===== config.mk =====
export PLATFORM = sky130hd
export DESIGN_NAME = cpog_sqrt
export DESIGN_NICKNAME = d
export VERILOG_FILES = /design/src/sv/circle_packing_overlap_gradient_step_macros.svh /design/src/sv/cpog_pkg.sv /design/src/sv/cpog_sqrt.sv
export SDC_FILE = /design/constraint.sdc
export NUM_CORES = 1
export LEC_CHECK = 0
export BUFFER_PORTS_ARGS = -buffer_cell sky130_fd_sc_hd__buf_2
export CORE_MARGIN = 4
export CORE_UTILIZATION = 46
export CTS_CLUSTER_DIAMETER = 30
export DETAILED_ROUTE_END_ITERATION = 16
export GPL_ROUTABILITY_DRIVEN = 0
export HOLD_SLACK_MARGIN = 0.1
export PLACE_DENSITY = 0.77
export SYNTH_ARGS = -nofsm -noshare
export SYNTH_HDL_FRONTEND = slang
export SYNTH_SLANG_ARGS = --single-unit

===== constraint.sdc =====
create_clock -name clk -period 3.6 [get_ports clk]
set_input_delay 0.54 -clock clk [delete_from_list [all_inputs] [get_ports clk]]
set_output_delay 0.54 -clock clk [all_outputs]
set_load 0.005 [all_outputs]

===== src/sv/circle_packing_overlap_gradient_step_macros.svh =====
// assertion shorthands used by the top rtl file
`ifndef CIRCLE_PACKING_OVERLAP_GRADIENT_STEP_MACROS_SVH
`define CIRCLE_PACKING_OVERLAP_GRADIENT_STEP_MACROS_SVH

// same-cycle implication, clocked on clk, off during reset
`define CPOG_ASSERT_IMP(label, ante, cons, msg) \
	label: assert property (@(posedge clk) disable iff (!arst_n) (ante) |-> (cons)) \
		else $error(msg);

// next-cycle implication, clocked on clk, off during reset
`define CPOG_ASSERT_NXT(label, ante, cons, msg) \
	label: assert property (@(posedge clk) disable iff (!arst_n) (ante) |=> (cons)) \
		else $error(msg);

`endif


===== src/sv/cpog_pkg.sv =====
// ----------------------------------------------------------------------------
// cpog_pkg
// shared constants and types of the circle packing gradient step block
// ----------------------------------------------------------------------------
package cpog_pkg;

	localparam int MAX_CIRCLES = 64;
	localparam int IDX_W = $clog2(MAX_CIRCLES);
	localparam int CNT_W = $clog2(MAX_CIRCLES + 1);

	localparam int POS_W = 20;
	localparam int RAD_W = 17;
	localparam int STEP_W = 17;
	localparam int PUSH_W = 48;
	localparam int EN_W = 32;
	localparam int DROP_W = 33;
	localparam int MUL_W = 34;
	localparam int PROD_W = 2 * MUL_W;
	localparam int SQ_W = 64;
	localparam int ROOT_W = 32;
	localparam int NUM_W = 48;
	localparam int DEN_W = 32;

	localparam int ONE_Q16 = 65536;
	localparam logic [EN_W-1:0] START_TOTAL = 32'd6553600;

	localparam logic FUNC_WRITE = 1'b0;
	localparam logic FUNC_RUN = 1'b1;

	typedef enum logic [4:0] {
		S_IDLE,
		S_CLR,
		S_ROW_RD,
		S_ROW_LD,
		S_PAIR_RD,
		S_PAIR_LD,
		S_MUL_XX,
		S_MUL_YY,
		S_SQRT_GO,
		S_SQRT_WAIT,
		S_DEPTH,
		S_ENERGY,
		S_MUL_PX,
		S_MUL_PY,
		S_ACC,
		S_ROW_WB,
		S_MV_RD,
		S_MV_LD,
		S_MV_SHIFT,
		S_MV_MXX,
		S_MV_MYY,
		S_MV_SQRT_GO,
		S_MV_SQRT_WAIT,
		S_MV_MULX,
		S_MV_DIVX_GO,
		S_MV_DIVX_WAIT,
		S_MV_MULY,
		S_MV_DIVY_GO,
		S_MV_DIVY_WAIT,
		S_MV_OUT
	} state_t;

	typedef struct packed {
		logic done;
		logic [ROOT_W-1:0] root;
	} sqrt_rsp_t;

	typedef struct packed {
		logic done;
		logic [NUM_W-1:0] quot;
	} div_rsp_t;

endpackage


===== src/sv/cpog_sqrt.sv =====
// ----------------------------------------------------------------------------
// cpog_sqrt
// floor square root of a 64-bit value, two radicand bits per cycle
// ----------------------------------------------------------------------------
module cpog_sqrt (
	input  logic clk,
	input  logic arst_n,
	input  logic start,
	input  logic [cpog_pkg::SQ_W-1:0] arg,
	output cpog_pkg::sqrt_rsp_t rsp
);
	import cpog_pkg::*;

	localparam int ITER = SQ_W / 2;
	localparam int CW = $clog2(ITER);

	logic run_q;
	logic done_q;
	logic [CW-1:0] cnt_q;
	logic [SQ_W-1:0] rad_q;
	logic [ROOT_W+1:0] rem_q;
	logic [ROOT_W-1:0] root_q;

	logic [ROOT_W+3:0] rem_sh;
	logic [ROOT_W+3:0] trial;
	logic fits;

	always_comb begin
		rem_sh = {rem_q, rad_q[SQ_W-1 -: 2]};
		trial = {2'b00, root_q, 2'b01};
		fits = (rem_sh >= trial);
	end

	always_ff @(posedge clk or negedge arst_n) begin
		if (!arst_n) begin
			run_q <= 1'b0;
			done_q <= 1'b0;
			cnt_q <= '0;
		end else if (start) begin
			run_q <= 1'b1;
			done_q <= 1'b0;
			cnt_q <= '0;
		end else if (run_q) begin
			cnt_q <= cnt_q + 1'b1;
			if (cnt_q == CW'(ITER - 1)) begin
				run_q <= 1'b0;
				done_q <= 1'b1;
			end
		end else begin
			done_q <= 1'b0;
		end
	end

	always_ff @(posedge clk) begin
		if (start) begin
			rad_q <= arg;
			rem_q <= '0;
			root_q <= '0;
		end else if (run_q) begin
			rad_q <= {rad_q[SQ_W-3:0], 2'b00};
			if (fits) begin
				rem_q <= (ROOT_W+2)'(rem_sh - trial);
				root_q <= {root_q[ROOT_W-2:0], 1'b1};
			end else begin
				rem_q <= rem_sh[ROOT_W+1:0];
				root_q <= {root_q[ROOT_W-2:0], 1'b0};
			end
		end
	end

	assign rsp.done = done_q;
	assign rsp.root = root_q;

endmodule


== After elaboration in Yosys (flattened, before gate mapping) ==
Index checks and enable logic that the tools add are counted.

* Register bits: 137
* Bits in latches: 0
* Memory bits (writable): 0
* ROM bits: 0
* Input bits: 67
* Output and inout bits: 33
* Memories: 0

* Add/subtract/negate cells: 2
* Multiply operators: 0
* Div/mod/pow operators: 0
* Magnitude comparators: 1
* Equality and inequality tests: 2
* Shift-type cells: 0
* Mux-type cells: 12
* Bitwise logic cells: 0
* Reductions and logical operators: 1

{| class="wikitable"
|+ Operators by type and width
! operator !! count
|-
| $mux W64 || 2
|-
| $ge A36 B34 Y1 || 1
|-
| $mux W34 || 1
|-
| $sub A34 B34 Y34 || 1
|-
| $mux W5 || 2
|-
| $mux W1 || 7
|-
| $add A5 B1 Y5 const B || 1
|-
| $eq A5 B5 Y1 const B || 1
|-
| $ne A3 B2 Y1 const B || 1
|-
| $reduce_bool A2 Y1 || 1
|}

== Logic depth before layout (Yosys ltp) ==
* Word-level depth: 4
* Mapped depth: 13
* Mapped depth without buffers: 10

== Least setup slack after synthesis ==
OpenSTA, ideal clock, no wires.

* Path kind: register to register
* Start point: register root_q[7]
* End point: register rem_q[24]
* Library setup time: 0.088 ns
* Arrival: 2.545 ns
* Required time: 3.512 ns
* Setup slack: 0.966 ns
* Stages on the path, launching flop included: 12
* Buffers on the path: 1
* Clock period less this slack: 2.634 ns
* Cells stage by stage: dfxtp_1 inv_1 ha_1 buf_6 a211oi_2 nor3_1 or2_0 a2111o_1 and3b_1 o21ai_1 or3b_1 a311oi_2

* Word-level cells in the longest chain between the ends: 2
* Elaborated cells between the ends (all ways): 3
* Classes of those cells: add/sub: 1; order compare: 1; mux: 1

{| class="wikitable"
|+ Ends and longest elaborated chain
! item !! RTL line !! text
|-
| start, declared || cpog_sqrt.sv:22 || <nowiki>logic [ROOT_W-1:0] root_q;</nowiki>
|-
| start signal, assigned || cpog_sqrt.sv:63 || <nowiki>root_q <= {root_q[ROOT_W-2:0], 1'b1};</nowiki>
|-
| start signal, assigned || cpog_sqrt.sv:66 || <nowiki>root_q <= {root_q[ROOT_W-2:0], 1'b0};</nowiki>
|-
| $sub A34 B34 Y34 or $ge A36 B34 Y1 (tied branches) || cpog_sqrt.sv:62, cpog_sqrt.sv:31 ||
|-
| $mux W34 (*) || cpog_sqrt.sv:61 || <nowiki>if (fits) begin</nowiki>
|-
| end signal, assigned || cpog_sqrt.sv:62 || <nowiki>rem_q <= (ROOT_W+2)'(rem_sh - trial);</nowiki>
|-
| end signal, assigned || cpog_sqrt.sv:65 || <nowiki>rem_q <= rem_sh[ROOT_W+1:0];</nowiki>
|-
| end, declared || cpog_sqrt.sv:21 || <nowiki>logic [ROOT_W+1:0] rem_q;</nowiki>
|}

Every way passes the cells marked *; elsewhere a longest branch is shown, timed or not.
A chain may end at the register's enable or synchronous reset.

== Worst setup path after layout ==
* Start point: register root_q[25]
* End point: register rem_q[33]

The elaborated chain is that of the path after synthesis.

==> reports/qor.txt <==
==========================================================================================
Status                                                                        complete, no violations
Reg-to-Reg End                                                                   rem_q[33]
Fmax                                                                               315 MHz
Max transition margin                                                                55.3%
Filler cell count                                                                     1477
Clock edge transition at the registers on the reported setup and hold paths        0.07 ns
Total number of nets in the final design                                               971
Via count of the first global-routing pass                                            5961
Flip-flop and latch count after synthesis                                              137
Total congestion overflow after global routing                                           0
Setup fix buffers added after clock tree synthesis                                       0
Longest Clk Path Bufs                                                                    2
Wire per inst                                                                      15.7 um
Detail Placement HPWL                                                              12.1 mm
Pre-antenna DRT Iters                                                                    5
Starting Density                                                                     47.2%
Summed negative setup slack over all endpoints                                        0 ns
Post-synthesis sequential area ratio                                                 43.5%
Detailed Route WL                                                                  17.3 mm
Most frequent cell after synthesis                                            sky130_fd_sc_hd__nor2_1
CP max FO                                                                               21
Wire length of the first global-routing pass                                       29.6 mm
Number of H-tree levels                                                                  4
Net count after synthesis                                                              890
Number of max-cap violations                                                             0
Max Slew Vio Count                                                                       0
Worst setup SP type                                                              flip-flop
Clock latency of the later-clocked register in the worst-skew pair                 0.44 ns
Residual DRC                                                                             0
Required time of the critical path                                                 3.89 ns
Post-synthesis cell type count                                                          71
Leakage power                                                                   0.00400 uW
Number of antenna violations at the first check in global routing                        2
Post-Syn Area per Cell                                                           9.99 um^2
Via total after detailed routing                                                      6034
R2R setup slack                                                                    0.42 ns
Fraction of final layout cells with drive strength greater than 1                    26.7%
Number of synthesis warnings                                                             0
Post-synthesis cell area                                                         7860 um^2
Launch instance of the worst register-to-register path                          root_q[25]
Setup repair after global routing missed its margin                                     no
Worst path arrival time                                                            3.46 ns
Power per standard cell area                                                   805 nW/um^2
Path depth of the worst reg2reg path                                                    10
Critical Path Sink Type                                                          flip-flop
WS Path Type                                                                  flip-flop to flip-flop
Pin count of the biggest net entering global routing                                   140
Layout area overhead                                                                 15.3%
Main area contributors after synthesis                                        sky130_fd_sc_hd__edfxtp_1, sky130_fd_sc_hd__dfxtp_1, sky130_fd_sc_hd__mux2_2
Chip Width                                                                          139 um
Core area                                                                       16600 um^2
Routed length on met2                                                              8.01 mm
Die area                                                                        19200 um^2
All-layer global routing usage                                                       18.4%
Slew at the pin closest to its max-slew limit                                     0.671 ns
Most numerous cell types in the synthesized netlist                           sky130_fd_sc_hd__nor2_1, sky130_fd_sc_hd__nand2_1, sky130_fd_sc_hd__dfxtp_1
Count of flip-flops with a built-in enable after synthesis                              64
CTS root buffer                                                               sky130_fd_sc_hd__clkbuf_16
Placed standard-cell area                                                        8490 um^2
Die H                                                                               139 um
Cts bufs inserted                                                                       17
Final non-filler cell area                                                       9060 um^2
Hold Path Depth                                                                          2
TritonCTS clock tree                                                                 built
Destination of the worst hold path                                                rad_q[1]
Synth top area share                                                                 24.5%
Number of standard-cell rows in the floorplan                                           47
Iteration-0 DRC count of the detailed router                                           275
Boundary pin count                                                                     100
Highest metal used                                                                    met5
Setup clock skew after layout                                                    0.0148 ns
Top flip-flop cell by instance count after synthesis                          sky130_fd_sc_hd__dfxtp_1
Routed Antenna Nets                                                                      0
Final worst path period share                                                        88.2%
Detailed-routed wire length on met3                                                1.46 mm
# port buffers                                                                          99
Launch instance of the worst min-delay path                                         arg[1]
Clk sink count                                                                         137
Worst IR Drop VDD                                                                 0.433 mV
Worst hold path class                                                         primary input to flip-flop
Via/cell ratio                                                                        5.48
Metal1 wirelength                                                                  7.62 mm
Leading area contributor after synthesis                                      sky130_fd_sc_hd__edfxtp_1
Final min period                                                                   3.18 ns
# diodes                                                                                 0
Finish-stage setup viols                                                                 0
Gate count of the mapped netlist                                                       787
FFs w/ async S/R, synth                                                              5.11%
Final count of hold timing violations                                                    0
==========================================================================================
-- cell families (layout without fill, tap and decap cells) --
| group | after synthesis | count (layout) | share of synthesized area, % |
|---|---|---|---|
| AND/OR/NAND/NOR | 226 | 226 | 13.0 |
| buffers and inverters | 94 | 188 | 5.30 |
| adder cells (fa/ha/maj) | 36 | 36 | 5.73 |
| multiplexers | 99 | 99 | 13.6 |
| XOR/XNOR | 23 | 23 | 2.56 |
| flip-flops | 137 | 137 | 43.5 |
| AO/OA/AOI/OAI | 172 | 172 | 16.3 |
-- stage by stage --
stage                     hold slack [ns]  worst slack [ns]  utilization, %  instances  total power, uW
after floorplan                     0.244             0.966               -        787             4960
after detailed placement            0.380             0.452            51.0       1068             5620
after global routing                0.384             0.261            54.4       1101             7850
after CTS                           0.373             0.446            54.4       1101             7310
after global placement              0.379             0.566            51.0       1068             5570
final                               0.383             0.424            54.4       1101             7300
-- sequential cells by signal, summed over array words and instances, names as in the netlist --
register	cells
cnt_q	5
root_q	32
run_q	1
done_q	1
rem_q	34
rad_q	64
-- critical path: stages, from the launching register on --
cell and delay [ns]:
sky130_fd_sc_hd__dfxtp_1 0.37, sky130_fd_sc_hd__inv_1 0.06, sky130_fd_sc_hd__ha_1 0.50, sky130_fd_sc_hd__nand4_1 0.19, sky130_fd_sc_hd__nor4_2 0.44, sky130_fd_sc_hd__o311ai_4 0.19
sky130_fd_sc_hd__a31o_2 0.32, sky130_fd_sc_hd__nand2_2 0.35, sky130_fd_sc_hd__buf_4 0.26, sky130_fd_sc_hd__mux2i_1 0.20, sky130_fd_sc_hd__a41oi_1 0.13
-- worst max path at each step --
stage / cells after the start / startpoint / to
4_1_cts: 10 / root_q[25] / rem_q[33]
2_1_floorplan: 11 / root_q[7] / rem_q[24]
3_3_place_gp: 10 / root_q[25] / rem_q[24]
5_1_grt: 11 / root_q[6] / rem_q[33]
3_5_place_dp: 11 / root_q[6] / rem_q[33]
6_report: 10 / root_q[25] / rem_q[33]
-- report_power, final --
part / internal [uW] / switching (uW) / total, uW
registers: 1880 / 150 / 2030
logic: 1590 / 2020 / 3610
clock network: 908 / 748 / 1660
total: 4380 / 2920 / 7300
-- layer usage --
metal / GRT usage (%) / up-vias
met5: 0 / -
li1: - / 3023
met1: 23.4 / 2809
met2: 29.1 / 171
met3: 8.17 / 27
met4: 4.48 / 4
-- cell type report --
cell class	count	area (um^2)	area share, %
multi-input cells	556	4030	44.4
flip-flops and latches	137	3420	37.8
repair buffers	109	601	6.63
clock buffers	17	425	4.70
well taps	220	275	3.04
inverters	47	176	1.95
clock inverters	15	135	1.49
-- placed cells by master (no fill, tap or decap), types with 25 or more instances in the layout --
cell / count
sky130_fd_sc_hd__ha_1: 36
sky130_fd_sc_hd__a21oi_1: 47
sky130_fd_sc_hd__edfxtp_1: 64
sky130_fd_sc_hd__o21ai_0: 25
sky130_fd_sc_hd__mux2_2: 63
sky130_fd_sc_hd__buf_2: 98
sky130_fd_sc_hd__nor2_1: 79
sky130_fd_sc_hd__nand2_1: 77
sky130_fd_sc_hd__dfxtp_1: 66
sky130_fd_sc_hd__mux2i_1: 36
sky130_fd_sc_hd__inv_1: 47
-- repair_timing --
item,4_1_cts,5_1_grt
gates resized for setup,0,0
hold buffers,1,0
hold endpoints to repair,7,0
No activity file was read; power rests on OpenSTA's default activity.
