### src/sv/circle_packing_overlap_gradient_step_macros.svh
// assertion shorthands used by the top rtl file
`ifndef CIRCLE_PACKING_OVERLAP_GRADIENT_STEP_MACROS_SVH
`define CIRCLE_PACKING_OVERLAP_GRADIENT_STEP_MACROS_SVH

// same-cycle implication, clocked on clk, off during reset
`define CPOG_ASSERT_IMP(label, ante, cons, msg) \
	label: assert property (@(posedge clk) disable iff (!arst_n) (ante) |-> (cons)) \
		else $error(msg);

// next-cycle implication, clocked on clk, off during reset
`define CPOG_ASSERT_NXT(label, ante, cons, msg) \
	label: assert property (@(posedge clk) disable iff (!arst_n) (ante) |=> (cons)) \
		else $error(msg);

`endif

### src/sv/cpog_pkg.sv
// ----------------------------------------------------------------------------
// cpog_pkg
// shared constants and types of the circle packing gradient step block
// ----------------------------------------------------------------------------
package cpog_pkg;

	localparam int MAX_CIRCLES = 64;
	localparam int IDX_W = $clog2(MAX_CIRCLES);
	localparam int CNT_W = $clog2(MAX_CIRCLES + 1);

	localparam int POS_W = 20;
	localparam int RAD_W = 17;
	localparam int STEP_W = 17;
	localparam int PUSH_W = 48;
	localparam int EN_W = 32;
	localparam int DROP_W = 33;
	localparam int MUL_W = 34;
	localparam int PROD_W = 2 * MUL_W;
	localparam int SQ_W = 64;
	localparam int ROOT_W = 32;
	localparam int NUM_W = 48;
	localparam int DEN_W = 32;

	localparam int ONE_Q16 = 65536;
	localparam logic [EN_W-1:0] START_TOTAL = 32'd6553600;

	localparam logic FUNC_WRITE = 1'b0;
	localparam logic FUNC_RUN = 1'b1;

	typedef enum logic [4:0] {
		S_IDLE,
		S_CLR,
		S_ROW_RD,
		S_ROW_LD,
		S_PAIR_RD,
		S_PAIR_LD,
		S_MUL_XX,
		S_MUL_YY,
		S_SQRT_GO,
		S_SQRT_WAIT,
		S_DEPTH,
		S_ENERGY,
		S_MUL_PX,
		S_MUL_PY,
		S_ACC,
		S_ROW_WB,
		S_MV_RD,
		S_MV_LD,
		S_MV_SHIFT,
		S_MV_MXX,
		S_MV_MYY,
		S_MV_SQRT_GO,
		S_MV_SQRT_WAIT,
		S_MV_MULX,
		S_MV_DIVX_GO,
		S_MV_DIVX_WAIT,
		S_MV_MULY,
		S_MV_DIVY_GO,
		S_MV_DIVY_WAIT,
		S_MV_OUT
	} state_t;

	typedef struct packed {
		logic done;
		logic [ROOT_W-1:0] root;
	} sqrt_rsp_t;

	typedef struct packed {
		logic done;
		logic [NUM_W-1:0] quot;
	} div_rsp_t;

endpackage

### src/sv/cpog_div.sv
// ----------------------------------------------------------------------------
// cpog_div
// restoring unsigned divider, one quotient bit per cycle
// ----------------------------------------------------------------------------
module cpog_div (
	input  logic clk,
	input  logic arst_n,
	input  logic start,
	input  logic [cpog_pkg::NUM_W-1:0] num,
	input  logic [cpog_pkg::DEN_W-1:0] den,
	output cpog_pkg::div_rsp_t rsp
);
	import cpog_pkg::*;

	localparam int CW = $clog2(NUM_W);

	logic run_q;
	logic done_q;
	logic [CW-1:0] cnt_q;
	logic [NUM_W-1:0] num_q;
	logic [DEN_W-1:0] den_q;
	logic [DEN_W-1:0] rem_q;

	logic [DEN_W:0] rem_sh;
	logic fits;

	always_comb begin
		rem_sh = {rem_q, num_q[NUM_W-1]};
		fits = (rem_sh >= {1'b0, den_q});
	end

	always_ff @(posedge clk or negedge arst_n) begin
		if (!arst_n) begin
			run_q <= 1'b0;
			done_q <= 1'b0;
			cnt_q <= '0;
		end else if (start) begin
			run_q <= 1'b1;
			done_q <= 1'b0;
			cnt_q <= '0;
		end else if (run_q) begin
			cnt_q <= cnt_q + 1'b1;
			if (cnt_q == CW'(NUM_W - 1)) begin
				run_q <= 1'b0;
				done_q <= 1'b1;
			end
		end else begin
			done_q <= 1'b0;
		end
	end

	always_ff @(posedge clk) begin
		if (start) begin
			num_q <= num;
			den_q <= den;
			rem_q <= '0;
		end else if (run_q) begin
			if (fits) begin
				rem_q <= DEN_W'(rem_sh - {1'b0, den_q});
			end else begin
				rem_q <= rem_sh[DEN_W-1:0];
			end
			num_q <= {num_q[NUM_W-2:0], fits};
		end
	end

	assign rsp.done = done_q;
	assign rsp.quot = num_q;

endmodule

### config.mk
export PLATFORM = sky130hd
export DESIGN_NAME = cpog_div
export DESIGN_NICKNAME = d
export VERILOG_FILES = /design/src/sv/circle_packing_overlap_gradient_step_macros.svh /design/src/sv/cpog_pkg.sv /design/src/sv/cpog_div.sv
export SDC_FILE = /design/constraint.sdc
export NUM_CORES = 1
export LEC_CHECK = 0
export BUFFER_PORTS_ARGS = -buffer_cell sky130_fd_sc_hd__buf_2
export CAP_MARGIN = 20
export CORE_MARGIN = 2
export CORE_UTILIZATION = 25
export CTS_BUF_LIST = sky130_fd_sc_hd__clkbuf_8
export DETAILED_ROUTE_END_ITERATION = 8
export SYNTH_ARGS = -nofsm -noshare
export SYNTH_HDL_FRONTEND = slang
export SYNTH_SLANG_ARGS = --single-unit
### constraint.sdc
create_clock -name clk -period 2.7 [get_ports clk]
set_clock_uncertainty 0.1 [all_clocks]
set_input_delay 0.405 -clock clk [delete_from_list [all_inputs] [get_ports clk]]
set_output_delay 0.405 -clock clk [all_outputs]
set_load 0.05 [all_outputs]
* Word-level counts from Yosys, hierarchy flattened *
Index checks and enable logic that the tools add are counted.

operators by class
  $add $sub $neg = 2
  order comparisons = 1
  equality and inequality tests = 2
  muxes and demuxes = 11
  reduce and logical (&&, ||, !) cells = 1

operators with widths
  operator               count
  $mux W48               2
  $ge A33 B32 Y1         1
  $mux W32               1
  $sub A32 B32 Y32       1
  $mux W6                2
  $add A6 B1 Y6 const B  1
  $eq A6 B6 Y1 const B   1
  $mux W1                6
  $ne A3 B2 Y1 const B   1
  $reduce_bool A2 Y1     1

word-level totals
  bits in registers = 120
  input port bits = 83
  output and inout port bits = 49
  logic and storage cells = 23

* Depth between registers and ports, before layout *
  word-level depth = 4
  mapped depth = 13
  depth with buffers taken out = 13

* Worst setup path before layout *
Ideal clock, no wire load.

  path type = register -> register
  from = register num_q[47]
  to = register rem_q[24]
  setup time = 0.074 ns
  arrival time = 3.024 ns
  required time = 2.526 ns
  slack = -0.499 ns
  stages on the path, launching flop included = 14
  buffers on the path = 0
  period minus slack after synthesis = 3.199 ns
  cells stage by stage = edfxtp_1 -> inv_1 -> ha_1 -> inv_1 -> fa_1 -> a21o_1 -> a221oi_1 -> o31a_1 -> o21ai_1 -> a21oi_2 -> nor3b_1 -> o21ai_0 -> mux2_2 -> a31oi_1

between the ends
  word-level cells in the longest chain between the ends = 2

RTL lines
  element                                                    line                            RTL
  start, declared                                            cpog_div.sv:20                  logic [NUM_W-1:0] num_q;
  start signal, assigned                                     cpog_div.sv:54                  num_q <= num;
  start signal, assigned                                     cpog_div.sv:63                  num_q <= {num_q[NUM_W-2:0], fits};
  $sub A32 B32 Y32 / $ge A33 B32 Y1 (equally long branches)  cpog_div.sv:59, cpog_div.sv:29
  $mux W32 (*)                                               cpog_div.sv:58                  if (fits) begin
  end signal, assigned                                       cpog_div.sv:59                  rem_q <= DEN_W'(rem_sh - {1'b0, den_q});
  end signal, assigned                                       cpog_div.sv:61                  rem_q <= rem_sh[DEN_W-1:0];
  end, declared                                              cpog_div.sv:22                  logic [DEN_W-1:0] rem_q;

Mark *: on every way between the ends. The rest lies on a longest branch, timed or not.
A chain may end at the register's enable or synchronous reset.

* Worst setup path after layout *
  from = register num_q[47]
  to = register rem_q[26]

Same word-level chain as after synthesis.

==> Flow_metrics.wiki <==
{| class="wikitable"
! Metric !! Value
|-
| Outcome || finished, violations left
|-
| Failing checks || setup timing
|-
| Sw power || 0.00319 W
|-
| Total inserted antenna cells || 0
|-
| Total power draw || 0.00833 W
|-
| Placement Rows || 59
|-
| Setup crit start kind || register
|-
| Cell area after synthesis || 0.00664 mm2
|-
| Startpoint of the worst hold path || den[10]
|-
| Average detailed-routed wire length per instance || 14.9 um
|-
| CP Launch Point || num_q[47]
|-
| Part of the Yosys area used for sequential elements || 48.8%
|-
| Avg Inst Size Synth || 10.5 um2
|-
| Area fraction of the dominant cell type after synthesis || roughly 36%
|-
| Share of the clock period used by the worst path || 106%
|-
| Critical path's largest stage delay || 0.41 ns
|-
| Critical Path AT || 3.16 ns
|-
| Worst Path Required || 2.99 ns
|-
| Antenna violations before repair || 0
|-
| Gpl congestion || 0.857
|-
| Total of warnings raised by yosys || 0
|-
| Level count of the clock H-tree || 4
|-
| Crit Reg-Reg Startpoint || num_q[47]
|-
| TritonCTS clock tree || done
|-
| CP endpoint kind || register
|-
| Die area || ~0.028 mm2
|-
| Top-count cell post-synth || sky130_fd_sc_hd__edfxtp_1
|-
| Unique cell type count in the Yosys netlist || between 50 and 60
|-
| First-iteration detailed-routing DRC count || ~370
|-
| Port bufs || 131
|-
| Cell area power density || 845 mW/mm2
|-
| Drt drc || 0
|-
| Fmax achieved || 349 MHz
|-
| Clock net sink count || 120
|-
| Max Fanout on Critical Path || 3
|-
| Worst IR drop on VDD || 0.000373 V
|-
| Final slew viol count || 0
|-
| Insertion delay of the later-clocked pin in the worst-skew pair || approximately 0.47 ns
|-
| Number of standard cells after synthesis || approximately 630
|-
| Filler Cells Inserted || between 2000 and 3000
|-
| Number of buffers between clock root and the deepest sink || 2
|-
| Initial Util || 25.5%
|-
| Overflow after GRT || 0
|-
| Sequential cell fraction of total power || 29.0%
|-
| Worst slew pin tran || 0.624 ns
|-
| WL final || 18500 um
|-
| Biggest area contributors in the synthesized netlist || sky130_fd_sc_hd__edfxtp_1 36%, sky130_fd_sc_hd__dfxtp_1 9.6%, sky130_fd_sc_hd__mux2_2 8.6%, sky130_fd_sc_hd__ha_1 6.2%, sky130_fd_sc_hd__a21oi_1 4.3%
|-
| Number of global-route vias before repair || 5945
|-
| Number of maximum-capacitance constraint violations || 0
|-
| Total global routing track utilization || 13.2%
|-
| Clock period minus worst slack || 2.87 ns
|-
| Most frequent cell on the critical path || sky130_fd_sc_hd__inv_2
|-
| Worst path setup slack after routing || -0.167 ns
|-
| Leading area contributor after synthesis || sky130_fd_sc_hd__edfxtp_1
|-
| Worst Path Buf+Inv || 3
|-
| Clock transition at path regs || 0.09 ns
|-
| Min-delay worst type || primary input to register
|-
| Share of total power consumed by net switching || 38.2%
|-
| Nets in the synthesized netlist || around 750
|-
| Cell chosen for the clock root || sky130_fd_sc_hd__clkbuf_8
|-
| Core Region || 0.0261 mm2
|-
| Via Count || 5698
|-
| ANT nets after route || 0
|-
| Share of layout cells above drive strength 1 || 48.5%
|-
| Number of vias per cell after detailed routing || 4.59
|-
| Post-Synth Simple-Gate Area || 10.3%
|-
| Detailed-placement wirelength estimate || 12800 um
|-
| Fraction of synthesized cell area in xor and xnor cells || 3.82%
|-
| Internal power || 0.00515 W
|-
| Fraction of registers with async set/reset || 6.67%
|-
| Die span in x || 167 um
|-
| Worst-path cell chain || inv_2 > ha_4 > inv_2 > fa_2 > a21o_1 > a221oi_4 > o31a_1 > o21ai_2 > a21oi_2 > buf_4 > nor3_2 > o21a_1 > o311a_1 > nor3_1
|-
| Synth top cells by count || 80 x sky130_fd_sc_hd__edfxtp_1, 72 x sky130_fd_sc_hd__nor2_1, 57 x sky130_fd_sc_hd__a21oi_1, 51 x sky130_fd_sc_hd__mux2_2, 41 x sky130_fd_sc_hd__inv_1
|-
| Setup Viol. Count Final || 23
|-
| Combinational family with the most area after synthesis || compound AO/OA/AOI/OAI gates
|-
| # IOs || 132
|-
| Largest delay contributor family on the critical path || compound AO/OA/AOI/OAI gates
|-
| Area growth, synth to finish || 48.5%
|-
| Layout net count || approximately 1000
|-
| Setup TNS Final || -1.29 ns
|-
| Die extent in y || 167 um
|-
| Area share of fa/ha/maj cells after synthesis || between 6 and 7%
|-
| Final hold violation count || 0
|-
| Part of the total power dissipated in the clock network || 22.3%
|-
| Detailed-router iteration count before antenna repair || 5
|-
| Primary flip-flop cell chosen by synthesis mapping || sky130_fd_sc_hd__edfxtp_1
|-
| Global-route wire length before repair || 29900 um
|-
| Worst setup path class || register to register
|-
| Maximum number of pins on one net before global-route repair || 49
|-
| Relative slew slack || 58.4%
|-
| Leakage dissipation || 4.26 nW
|-
| Post-synthesis compound-gate area fraction || 16.0%
|-
| Slowest stage cell, crit path || sky130_fd_sc_hd__edfxtp_1
|-
| Number of clock buffers inserted by TritonCTS || 17
|-
| Setup repair after global routing missed its margin || yes
|-
| Logic gate share of total power || 48.6%
|-
| Yosys reg bits || 120
|-
| Mux contribution to synthesized area || 10.0%
|-
| Number of synthesized flops with an enable pin || 80
|}
worst register-to-register path, delay by kind of cell, from the launching register on:
kind                     cells  cell delay [ns]
AO/OA/AOI/OAI                7             1.38
adder cells (fa/ha/maj)      2             0.46
buffers and inverters        3             0.27
flip-flops                   1             0.41
AND/OR/NAND/NOR              2             0.16
sequential cells by signal (all words and copies together) (netlist names):
name and cells:
run_q 1, num_q 48, den_q 32, done_q 1, rem_q 32, cnt_q 6
cell type report:
cell class / instances / area [um2] / share of cell area, %
timing repair buffer: 272 / 1920 / 19.5
sequential: 120 / 3240 / 32.9
multi-input combinational: 440 / 3670 / 37.2
tap: 335 / 419 / 4.25
clock buffer: 17 / 234 / 2.37
clock inverter: 15 / 203 / 2.06
inverter: 42 / 170 / 1.73
cells by family after synthesis:
family	count (synthesis)
AO/OA/AOI/OAI	161
buffers and inverters	74
flip-flops	120
XOR/XNOR	29
adder cells (fa/ha/maj)	34
multiplexers	60
AND/OR/NAND/NOR	156
power by group through the flow:
| stage | Clock, W | Combinational, W | Sequential (W) |
|---|---|---|---|
| 4_1_cts | 0.00192 | 0.00367 | 0.00242 |
| 3_5_place_dp | 0 | 0.00317 | 0.00244 |
| 6_report | 0.00186 | 0.00405 | 0.00242 |
| 5_1_grt | 0.00198 | 0.00436 | 0.00246 |
| 3_3_place_gp | 0 | 0.00316 | 0.00243 |
| 2_1_floorplan | 0 | 0.00166 | 0.00271 |
timing repair:
| action | CTS | global route |
|---|---|---|
| cloned | 2 | 1 |
| pin swaps | 37 | 42 |
| hold buffers | 18 | 0 |
| hold endpoints to repair | 25 | 0 |
| endpoints found under the setup margin | 32 | 33 |
| resized for setup | 64 | 76 |
| buffers inserted | 8 | 9 |
layout by cell type (no fill, tap or decap), drive strengths merged, types with 13 or more instances in the layout:
master         n
a211oi        24
a21o          15
a21oi         58
buf          253
clkbuf        18
dfxtp         32
dlygate4sd3   18
edfxtp        80
ha            33
inv           51
mux2          51
nand2         39
nor2          72
o21ai         25
xnor2         13
xor2          16
routing by layer:
layer  routed length, um  global-route usage (%)  up-vias  part of all wire (%)
met3                 827                    3.07       27                   4.5
met5                   0                       0        -                     0
met1                8350                    16.4     2700                    45
met4                 327                    5.10        0                   1.8
li1                    -                       -     2823                     -
met2                9040                    22.2      148                    49
metrics by stage:
| step | hold slack (ns) | std cells | utilization [%] | instance area (um2) | setup WS, ns |
|---|---|---|---|---|---|
| 2_1_floorplan | 0.00941 | 634 | - | 6660 | -0.346 |
| 3_3_place_gp | 0.156 | 1174 | 32.4 | 8460 | -0.156 |
| 3_5_place_dp | 0.160 | 1174 | 32.4 | 8460 | -0.233 |
| 4_1_cts | 0.000116 | 1234 | 36.5 | 9500 | -0.122 |
| 5_1_grt | 0.00514 | 1241 | 37.8 | 9860 | -0.304 |
| 6_report | 0.0192 | 1241 | 37.8 | 9860 | -0.167 |
final timing paths:
path                             endpoint  slack (ns)  cells after the start
worst max-delay path            rem_q[26]       -0.17                     14
worst min-delay path            den_q[10]        0.02                      1
worst max register to register  rem_q[26]       -0.17                     14
worst min register to register  rem_q[28]        0.41                      2
max in group asynchronous           run_q        2.07                      2
min in group asynchronous        cnt_q[2]        0.24                      2
(Power assumes the default switching activity.)
